<file path="config.mk">
export PLATFORM = sky130hd
export DESIGN_NAME = imu_serial_packet_parser
export DESIGN_NICKNAME = d
export VERILOG_FILES = /design/src/design/isp_pkg.sv /design/src/design/isp_framer.sv /design/src/design/isp_scaler.sv /design/src/design/imu_serial_packet_parser.sv
export SDC_FILE = /design/constraint.sdc
export NUM_CORES = 2
export LEC_CHECK = 0
export ABC_CLOCK_PERIOD_IN_PS = 14600
export BUFFER_PORTS_ARGS = -buffer_cell sky130_fd_sc_hd__clkbuf_2
export CAP_MARGIN = 20
export CELL_PAD_IN_SITES_DETAIL_PLACEMENT = 1
export CELL_PAD_IN_SITES_GLOBAL_PLACEMENT = 1
export CORE_MARGIN = 2
export CORE_UTILIZATION = 35
export CTS_BUF_LIST = sky130_fd_sc_hd__clkbuf_4 sky130_fd_sc_hd__clkbuf_8
export CTS_CLUSTER_SIZE = 25
export DETAILED_ROUTE_END_ITERATION = 10
export PLACE_DENSITY_LB_ADDON = 0.12
export SKIP_LAST_GASP = 1
export SYNTH_ARGS = -nofsm -noshare
export SYNTH_HDL_FRONTEND = slang
export SYNTH_SLANG_ARGS = --single-unit
</file>
<file path="constraint.sdc">
create_clock -name clk -period 14.6 [get_ports clk]
set_input_delay 2.19 -clock clk [delete_from_list [all_inputs] [get_ports clk]]
set_output_delay 2.19 -clock clk [all_outputs]
set_load 0.01 [all_outputs]
</file>
<file path="src/design/isp_pkg.sv">
// Shared types and constants of the IMU serial packet parser.
`default_nettype none

package isp_pkg;

    // Frame layout
    localparam logic [7:0] FRAME_HEADER   = 8'h55;
    localparam logic [3:0] POS_FIRST_DATA = 4'd2;
    localparam logic [3:0] POS_CHECKSUM   = 4'd10;
    localparam int unsigned DATA_BYTES    = 8;

    // Configuration register indexes
    localparam logic [1:0] CFG_ACCEL_TYPE = 2'd0;
    localparam logic [1:0] CFG_GYRO_TYPE  = 2'd1;
    localparam logic [1:0] CFG_ANGLE_TYPE = 2'd2;

    // Reset values of the type code registers
    localparam logic [7:0] ACCEL_TYPE_RESET = 8'd81;
    localparam logic [7:0] GYRO_TYPE_RESET  = 8'd82;
    localparam logic [7:0] ANGLE_TYPE_RESET = 8'd83;

    // Result kinds
    localparam logic [1:0] KIND_ACCEL = 2'd0;
    localparam logic [1:0] KIND_GYRO  = 2'd1;
    localparam logic [1:0] KIND_ANGLE = 2'd2;

    // Scale factors, applied as multiply then arithmetic shift right (floor)
    localparam logic signed [17:0] ACCEL_COEF  = 18'sd80282;
    localparam logic signed [17:0] GYRO_COEF   = 18'sd125;
    localparam logic signed [17:0] ANGLE_COEF  = 18'sd45;
    localparam logic signed [18:0] TEMP_COEF   = 19'sd167772;
    localparam int unsigned        ACCEL_SHIFT = 16;
    localparam int unsigned        GYRO_SHIFT  = 3;
    localparam int unsigned        ANGLE_SHIFT = 5;
    localparam int unsigned        TEMP_SHIFT  = 16;

    // A checked frame handed from the framer to the scaler
    typedef struct packed {
        logic [1:0]         kind;
        logic signed [15:0] raw_x;
        logic signed [15:0] raw_y;
        logic signed [15:0] raw_z;
        logic signed [15:0] raw_t;
    } frame_t;

endpackage

`default_nettype wire

</file>
<file path="src/design/isp_framer.sv">
// Byte-wise frame assembly, checksum check and type decode.
`default_nettype none

module isp_framer
(
    input  wire logic          clk,
    input  wire logic          rst_n,
    input  wire logic          cfg_we,
    input  wire logic [1:0]    cfg_index,
    input  wire logic [7:0]    cfg_data,
    input  wire logic          in_valid,
    output logic               in_stall,
    input  wire logic [7:0]    byte_in,
    output logic               frame_valid,
    output isp_pkg::frame_t    frame,
    input  wire logic          frame_take
);
    import isp_pkg::*;

    localparam logic [1:0] PH_HUNT = 2'd0;
    localparam logic [1:0] PH_TYPE = 2'd1;
    localparam logic [1:0] PH_DATA = 2'd2;

    logic [7:0] accel_code_reg;
    logic [7:0] gyro_code_reg;
    logic [7:0] angle_code_reg;

    logic [1:0] phase_reg, phase_next;
    logic [3:0] pos_reg, pos_next;
    logic [7:0] sum_reg, sum_next;
    logic [7:0] type_reg, type_next;
    logic [7:0] data_reg [DATA_BYTES];

    logic       frame_valid_reg, frame_valid_next;
    frame_t     frame_reg;

    logic       accept;
    logic [3:0] pos_eff;
    logic [3:0] pos_off;
    logic       data_we;
    logic [2:0] data_idx;
    logic       frame_done;
    logic       type_known;
    logic [1:0] kind;

    assign accept   = in_valid && !in_stall;
    // Every byte stalls while the frame register holds a frame that is not being taken.
    assign in_stall = frame_valid_reg && !frame_take;

    always_comb
    begin
        if (type_reg == accel_code_reg)
        begin
            kind       = KIND_ACCEL;
            type_known = 1'b1;
        end
        else if (type_reg == gyro_code_reg)
        begin
            kind       = KIND_GYRO;
            type_known = 1'b1;
        end
        else if (type_reg == angle_code_reg)
        begin
            kind       = KIND_ANGLE;
            type_known = 1'b1;
        end
        else
        begin
            kind       = KIND_ACCEL;
            type_known = 1'b0;
        end
    end

    always_comb
    begin
        phase_next = phase_reg;
        pos_next   = pos_reg;
        sum_next   = sum_reg;
        type_next  = type_reg;
        data_we    = 1'b0;
        frame_done = 1'b0;
        pos_eff    = ((pos_reg < POS_FIRST_DATA) || (pos_reg > POS_CHECKSUM)) ?
                     POS_FIRST_DATA : pos_reg;
        pos_off    = pos_eff - POS_FIRST_DATA;
        data_idx   = pos_off[2:0];

        if (accept)
        begin
            case (phase_reg)
                PH_TYPE:
                begin
                    type_next  = byte_in;
                    sum_next   = sum_reg + byte_in;
                    pos_next   = POS_FIRST_DATA;
                    phase_next = PH_DATA;
                end
                PH_DATA:
                begin
                    if (pos_eff != POS_CHECKSUM)
                    begin
                        data_we  = 1'b1;
                        sum_next = sum_reg + byte_in;
                        pos_next = pos_eff + 4'd1;
                    end
                    else
                    begin
                        phase_next = PH_HUNT;
                        pos_next   = 4'd0;
                        sum_next   = 8'd0;
                        frame_done = (byte_in == sum_reg) && type_known;
                    end
                end
                default:
                begin
                    if (byte_in == FRAME_HEADER)
                    begin
                        sum_next   = byte_in;
                        pos_next   = 4'd1;
                        phase_next = PH_TYPE;
                    end
                end
            endcase
        end

        frame_valid_next = frame_valid_reg;
        if (frame_take)
        begin
            frame_valid_next = 1'b0;
        end
        if (frame_done)
        begin
            frame_valid_next = 1'b1;
        end
    end

    always_ff @(posedge clk or negedge rst_n)
    begin
        if (!rst_n)
        begin
            accel_code_reg  <= ACCEL_TYPE_RESET;
            gyro_code_reg   <= GYRO_TYPE_RESET;
            angle_code_reg  <= ANGLE_TYPE_RESET;
            phase_reg       <= PH_HUNT;
            pos_reg         <= 4'd0;
            sum_reg         <= 8'd0;
            frame_valid_reg <= 1'b0;
        end
        else
        begin
            if (cfg_we)
            begin
                case (cfg_index)
                    CFG_ACCEL_TYPE: accel_code_reg <= cfg_data;
                    CFG_GYRO_TYPE:  gyro_code_reg  <= cfg_data;
                    CFG_ANGLE_TYPE: angle_code_reg <= cfg_data;
                    default:        ;
                endcase
            end
            phase_reg       <= phase_next;
            pos_reg         <= pos_next;
            sum_reg         <= sum_next;
            frame_valid_reg <= frame_valid_next;
        end
    end

    always_ff @(posedge clk)
    begin
        type_reg <= type_next;
        if (data_we)
        begin
            data_reg[data_idx] <= byte_in;
        end
        if (frame_done)
        begin
            frame_reg.kind  <= kind;
            frame_reg.raw_x <= {data_reg[1], data_reg[0]};
            frame_reg.raw_y <= {data_reg[3], data_reg[2]};
            frame_reg.raw_z <= {data_reg[5], data_reg[4]};
            frame_reg.raw_t <= {data_reg[7], data_reg[6]};
        end
    end

    assign frame_valid = frame_valid_reg;
    assign frame       = frame_reg;

endmodule

`default_nettype wire

</file>
<file path="src/design/isp_scaler.sv">
// Fixed-point scaling of a checked frame and the result register.
`default_nettype none

module isp_scaler
(
    input  wire logic                 clk,
    input  wire logic                 rst_n,
    input  wire logic                 frame_valid,
    input  wire isp_pkg::frame_t      frame,
    output logic                      frame_take,
    output logic                      out_valid,
    input  wire logic                 out_stall,
    output logic [1:0]                packet_kind,
    output logic signed [19:0]        value_x,
    output logic signed [19:0]        value_y,
    output logic signed [19:0]        value_z,
    output logic signed [17:0]        temperature
);
    import isp_pkg::*;

    logic                out_valid_reg, out_valid_next;
    logic [1:0]          kind_reg;
    logic signed [19:0]  x_reg, y_reg, z_reg;
    logic signed [17:0]  temp_reg;

    logic signed [17:0]  coef;
    logic signed [33:0]  prod_x, prod_y, prod_z;
    logic signed [34:0]  prod_t;
    logic signed [33:0]  shf_x, shf_y, shf_z;
    logic signed [34:0]  shf_t;

    assign frame_take = frame_valid && (!out_valid_reg || !out_stall);

    always_comb
    begin
        case (frame.kind)
            KIND_ACCEL: coef = ACCEL_COEF;
            KIND_GYRO:  coef = GYRO_COEF;
            default:    coef = ANGLE_COEF;
        endcase
    end

    assign prod_x = frame.raw_x * coef;
    assign prod_y = frame.raw_y * coef;
    assign prod_z = frame.raw_z * coef;
    assign prod_t = frame.raw_t * TEMP_COEF;
    assign shf_t  = prod_t >>> TEMP_SHIFT;

    // Arithmetic shifts give rounding toward minus infinity.
    always_comb
    begin
        case (frame.kind)
            KIND_ACCEL:
            begin
                shf_x = prod_x >>> ACCEL_SHIFT;
                shf_y = prod_y >>> ACCEL_SHIFT;
                shf_z = prod_z >>> ACCEL_SHIFT;
            end
            KIND_GYRO:
            begin
                shf_x = prod_x >>> GYRO_SHIFT;
                shf_y = prod_y >>> GYRO_SHIFT;
                shf_z = prod_z >>> GYRO_SHIFT;
            end
            default:
            begin
                shf_x = prod_x >>> ANGLE_SHIFT;
                shf_y = prod_y >>> ANGLE_SHIFT;
                shf_z = prod_z >>> ANGLE_SHIFT;
            end
        endcase
    end

    always_comb
    begin
        out_valid_next = out_valid_reg;
        if (!out_stall)
        begin
            out_valid_next = 1'b0;
        end
        if (frame_take)
        begin
            out_valid_next = 1'b1;
        end
    end

    always_ff @(posedge clk or negedge rst_n)
    begin
        if (!rst_n)
        begin
            out_valid_reg <= 1'b0;
        end
        else
        begin
            out_valid_reg <= out_valid_next;
        end
    end

    always_ff @(posedge clk)
    begin
        if (frame_take)
        begin
            kind_reg <= frame.kind;
            x_reg    <= shf_x[19:0];
            y_reg    <= shf_y[19:0];
            z_reg    <= shf_z[19:0];
            temp_reg <= (frame.kind == KIND_ACCEL) ? shf_t[17:0] : 18'sd0;
        end
    end

    assign out_valid   = out_valid_reg;
    assign packet_kind = kind_reg;
    assign value_x     = x_reg;
    assign value_y     = y_reg;
    assign value_z     = z_reg;
    assign temperature = temp_reg;

endmodule

`default_nettype wire

</file>
<file path="src/design/imu_serial_packet_parser.sv">
// Top level of the IMU serial packet parser: framer followed by scaler.
// Throughput: one byte transaction per clock cycle while in_stall is low.
// Path of a result: the checksum byte that completes a good frame loads the frame register,
// and the scaler's result register then takes the frame once it has room for it.
// Reset (rst_n, asynchronous, active low) returns the parser to header hunting, clears
// the running checksum and all valid flags, and loads the type codes 81, 82 and 83.
`default_nettype none

module imu_serial_packet_parser
(
    input  wire logic                 clk,
    input  wire logic                 rst_n,
    // Configuration write port
    input  wire logic                 cfg_we,
    input  wire logic [1:0]           cfg_index,
    input  wire logic [7:0]           cfg_data,
    // Byte input channel
    input  wire logic                 in_valid,
    output logic                      in_stall,
    input  wire logic [7:0]           byte_in,
    // Result channel
    output logic                      out_valid,
    input  wire logic                 out_stall,
    output logic [1:0]                packet_kind,
    output logic signed [19:0]        value_x,
    output logic signed [19:0]        value_y,
    output logic signed [19:0]        value_z,
    output logic signed [17:0]        temperature
);
    import isp_pkg::*;

    // The framer keeps the parse state, the running checksum and the stored
    // data bytes, so each byte is handled in the cycle it is accepted. A frame
    // whose checksum is good and whose type byte matches one of the three type
    // codes is captured in the framer's frame register. Frames with a bad
    // checksum or an unknown type never leave the framer.
    logic   frame_valid;
    logic   frame_take;
    frame_t frame;

    isp_framer u_framer
    (
        .clk         (clk),
        .rst_n       (rst_n),
        .cfg_we      (cfg_we),
        .cfg_index   (cfg_index),
        .cfg_data    (cfg_data),
        .in_valid    (in_valid),
        .in_stall    (in_stall),
        .byte_in     (byte_in),
        .frame_valid (frame_valid),
        .frame       (frame),
        .frame_take  (frame_take)
    );

    // The scaler multiplies each raw axis by the constant of its frame kind,
    // floors with an arithmetic shift and holds the result in the output
    // register. The input only stalls when a frame is waiting and the result
    // register cannot take it, so bytes keep flowing while a result waits.
    isp_scaler u_scaler
    (
        .clk         (clk),
        .rst_n       (rst_n),
        .frame_valid (frame_valid),
        .frame       (frame),
        .frame_take  (frame_take),
        .out_valid   (out_valid),
        .out_stall   (out_stall),
        .packet_kind (packet_kind),
        .value_x     (value_x),
        .value_y     (value_y),
        .value_z     (value_z),
        .temperature (temperature)
    );

endmodule

`default_nettype wire
</file>
==> summary.txt <==
Global routing
  – Met2 Usage GRT: 0.303
  – Largest net degree at the start of global routing: 67
  – Total track usage: 0.187
  – Met3 Use GR: 0.0244
  – Vias in the first global route: 27.2k
  – First-pass GRT wire length: 155000 um
  – Global route hottest layer: met2
  – Total grt overflow: 0
  – Initial antenna violation count: 4
  – Met1 usage: 0.266

Timing
  – Unrepaired setup endpoints after global routing: false
  – Final Cycle Share: 0.545
  – FMAX: ~130 MHz
  – Setup TNS: 0 ns
  – Worst Tran Pin Value: 1.07 ns
  – Slew Viols, Final: 0
  – Final min period: approximately 8.0 ns
  – Slew headroom: 0.282
  – Worst hold margin: approximately 0.40 ns
  – Final hold vios: 0
  – Layout Skew: 0.0435 ns
  – Final Setup Violations: 0
  – Setup WS post-layout: approximately 6.6 ns

Clocking
  – Clock latency on the worst-skew pair: just over 0.7 ns
  – Post-CTS setup buffer count: 0
  – Clock Tree Buf Depth: 3
  – Post-CTS sizing: 0
  – H-Tree Depth: 2
  – CTS Buf Count: 49
  – CTS sink count: 258
  – Root buf cell: clkbuf_8
  – Clock tree from TritonCTS: yes
  – Clock transition at path regs: around 0.060 ns
  – CTS Hold Buffers Added: 0

Route
  – DR vias/cell: 4.84
  – DR pass1 iterations: 5
  – Vias: 24.4k
  – 1st-iter DRT viols: 970
  – WL final: ~96000 um
  – Remaining antenna violation count: 0
  – DRC: 0
  – Drt wl/cell: between 15 and 20 um

Layout
  – Leading cell type in the layout, fill and taps excluded: inv_1
  – Most frequent cells in the layout: 816 x inv_1, 594 x ha_1, 498 x fa_1
  – Final net count: 4752
  – Max reg flops: 66
  – Area Overhead vs Synth: 8.57%
  – Share of layout cells above drive strength 1: 0.0773

Critical path
  – Path type of the worst setup path: flip-flop to flip-flop
  – Critical Path RT: around 15 ns
  – CP arrival: 8.36 ns
  – Setup crit end kind: flip-flop
  – Crit path max fanout: between 50 and 60
  – Startpoint Class: flip-flop

Pwr
  – Reg power frac: 0.465
  – P_leak: slightly below 20 nW
  – P_int: 1.35 mW
  – Total chip power: 1.87 mW
  – Sw power: 0.517 mW
  – Logic pwr share: 0.128
  – PwrDens: between 40 and 50 nW/um^2
  – Sw Share: 0.277
  – Peak VDD IR: between 0.06 and 0.07 mV
  – Clock power frac: 0.407

Flow run
  – Max Cap Viol: 0

Logic synthesis
  – Post-Syn Instances: 3556
  – Cell variety after synth: 88
  – Post-synth top area share: 0.276
  – Main area contributors after synthesis: fa_1 28%, ha_1 21%, edfxtp_1 18%
  – Synth area leader: fa_1
  – Post-synth ARST share: 0.155
  – #FFs+latches synth: about 260
  – Post-synth EDFFs: roughly 220
  – Yosys warning count: 0
  – Synth Flop Type: edfxtp_1
  – Sequential element share of the synthesized area: 0.209
  – Cell Area, Synth: roughly 36000 sq um
  – Syn Area/Cell: 10.2 sq um

Floorplan
  – Cell Rows: 117
  – Core Footprint: ~100000 sq um
  – Starting density of the core: 0.354
  – Die W: 325 um
  – Die Y: around 330 um
  – Die area: roughly 110000 sq um
  – IO Pins: approximately 110

Run status
  – Run status: finished clean

Placed design
  – HPWL after DPL: between 80000 and 90000 um
  – Worst slack, placed: ~6.5 ns
  – Routability cong.: a little over 0.8
  – IO Port Bufs: approximately 100

Worst hold path
  – Worst Hold Class: flip-flop to flip-flop
## power by group through the flow
stage,Sequential (mW),Clock (mW),Combinational (mW)
6_report,0.870,0.761,0.240
3_5_place_dp,0.885,0,0.242
5_1_grt,0.876,0.824,0.271
4_1_cts,0.870,0.798,0.244
2_1_floorplan,0.873,0,0.174
3_3_place_gp,0.883,0,0.239
## area by class of cell
type	count	area, sq um
Antenna cell	2	5.00
Clock buffer	67	822
Clock inverter	21	191
Fill cell	11500	62800
Inverter	818	3070
Multi-Input combinational cell	2390	25200
Sequential cell	258	7560
Tap cell	1368	1710
Timing Repair Buffer	120	641
## logic make-up (layout without fill, tap and decap cells)
logic type,after synthesis,in the layout,synth area share
mux,46,46,0.0138
compound gates,483,483,0.0885
flops,258,258,0.209
buf+inv,913,1026,0.0949
other cells,1,8,0.000104
xor+xnor,130,130,0.0315
fa+ha+maj,1092,1092,0.481
simple gates,633,633,0.0807
## Yosys cell counts, drive strengths merged, types with 9 or more instances
master	count
buf	12
nand3	49
dfrtp	30
o21bai	20
clkbuf	83
nor3	29
mux2i	15
a31o	9
nor4	13
a211o	10
xor2	53
xnor2	77
a21o	68
mux2	31
inv	817
nor2b	41
a211oi	17
or3	9
a22oi	10
a31oi	16
nand2b	10
fa	498
nor2	164
or2	13
o21ai	88
and3	14
dfstp	10
nand2	233
and2	9
ha	594
edfxtp	218
a21oi	138
nand4	27
o21a	26
o211ai	12
## per-stage QoR
stage          std cells   util  area [sq um]
2_1_floorplan       3561      -         36200
3_3_place_gp        4953  0.375         38200
3_5_place_dp        4953  0.375         38200
4_1_cts             5041  0.385         39200
5_1_grt             5044  0.385         39200
6_report            5044  0.385         39200
## layer usage
metal / vias to the layer above / wire (um)
li1: 11700 / -
met1: 12300 / 48000
met2: 286 / 43600
met3: 90 / 3030
met4: 2 / 1670
met5: - / 13
## final timing paths
path / cells past startpoint / endpoint / from / slack, ns
hold reg to reg: 0 / u_framer.frame[31]$_DFFE_PP_ / u_framer.data_reg[5][7]$_DFFE_PP_ / 0.40
min in group asynchronous: 2 / u_framer.sum_reg[1]$_DFFE_PN0P_ / rst_n / 1.56
setup reg to reg: 25 / u_scaler.value_x[17]$_DFFE_PP_ / u_framer.frame[65]$_SDFFCE_PP0P_ / 6.64
setup / recovery: 25 / u_scaler.value_x[17]$_DFFE_PP_ / u_framer.frame[65]$_SDFFCE_PP0P_ / 6.64
hold / removal: 0 / u_framer.frame[31]$_DFFE_PP_ / u_framer.data_reg[5][7]$_DFFE_PP_ / 0.40
max in group asynchronous: 2 / u_framer.accel_code_reg[0]$_DFFE_PN1P_ / rst_n / 12.63
## critical path: stages (launching register included)
cell      delay [ns]
edfxtp_1        0.36
buf_4           0.52
buf_4           0.69
nor2_1          0.18
nand2_1         0.21
inv_1           0.22
fa_1            0.56
inv_1           0.05
fa_1            0.42
fa_1            0.54
inv_1           0.05
fa_1            0.49
fa_1            0.50
inv_1           0.05
fa_1            0.47
inv_1           0.04
ha_1            0.47
nand2_1         0.08
o21ai_0         0.29
nand2_1         0.11
o21ai_1         0.16
nand3_1         0.17
a311o_1         0.31
and3_1          0.16
a211oi_2        0.35
o211ai_1        0.14
Note: power is estimated with default switching activity, not from simulation.
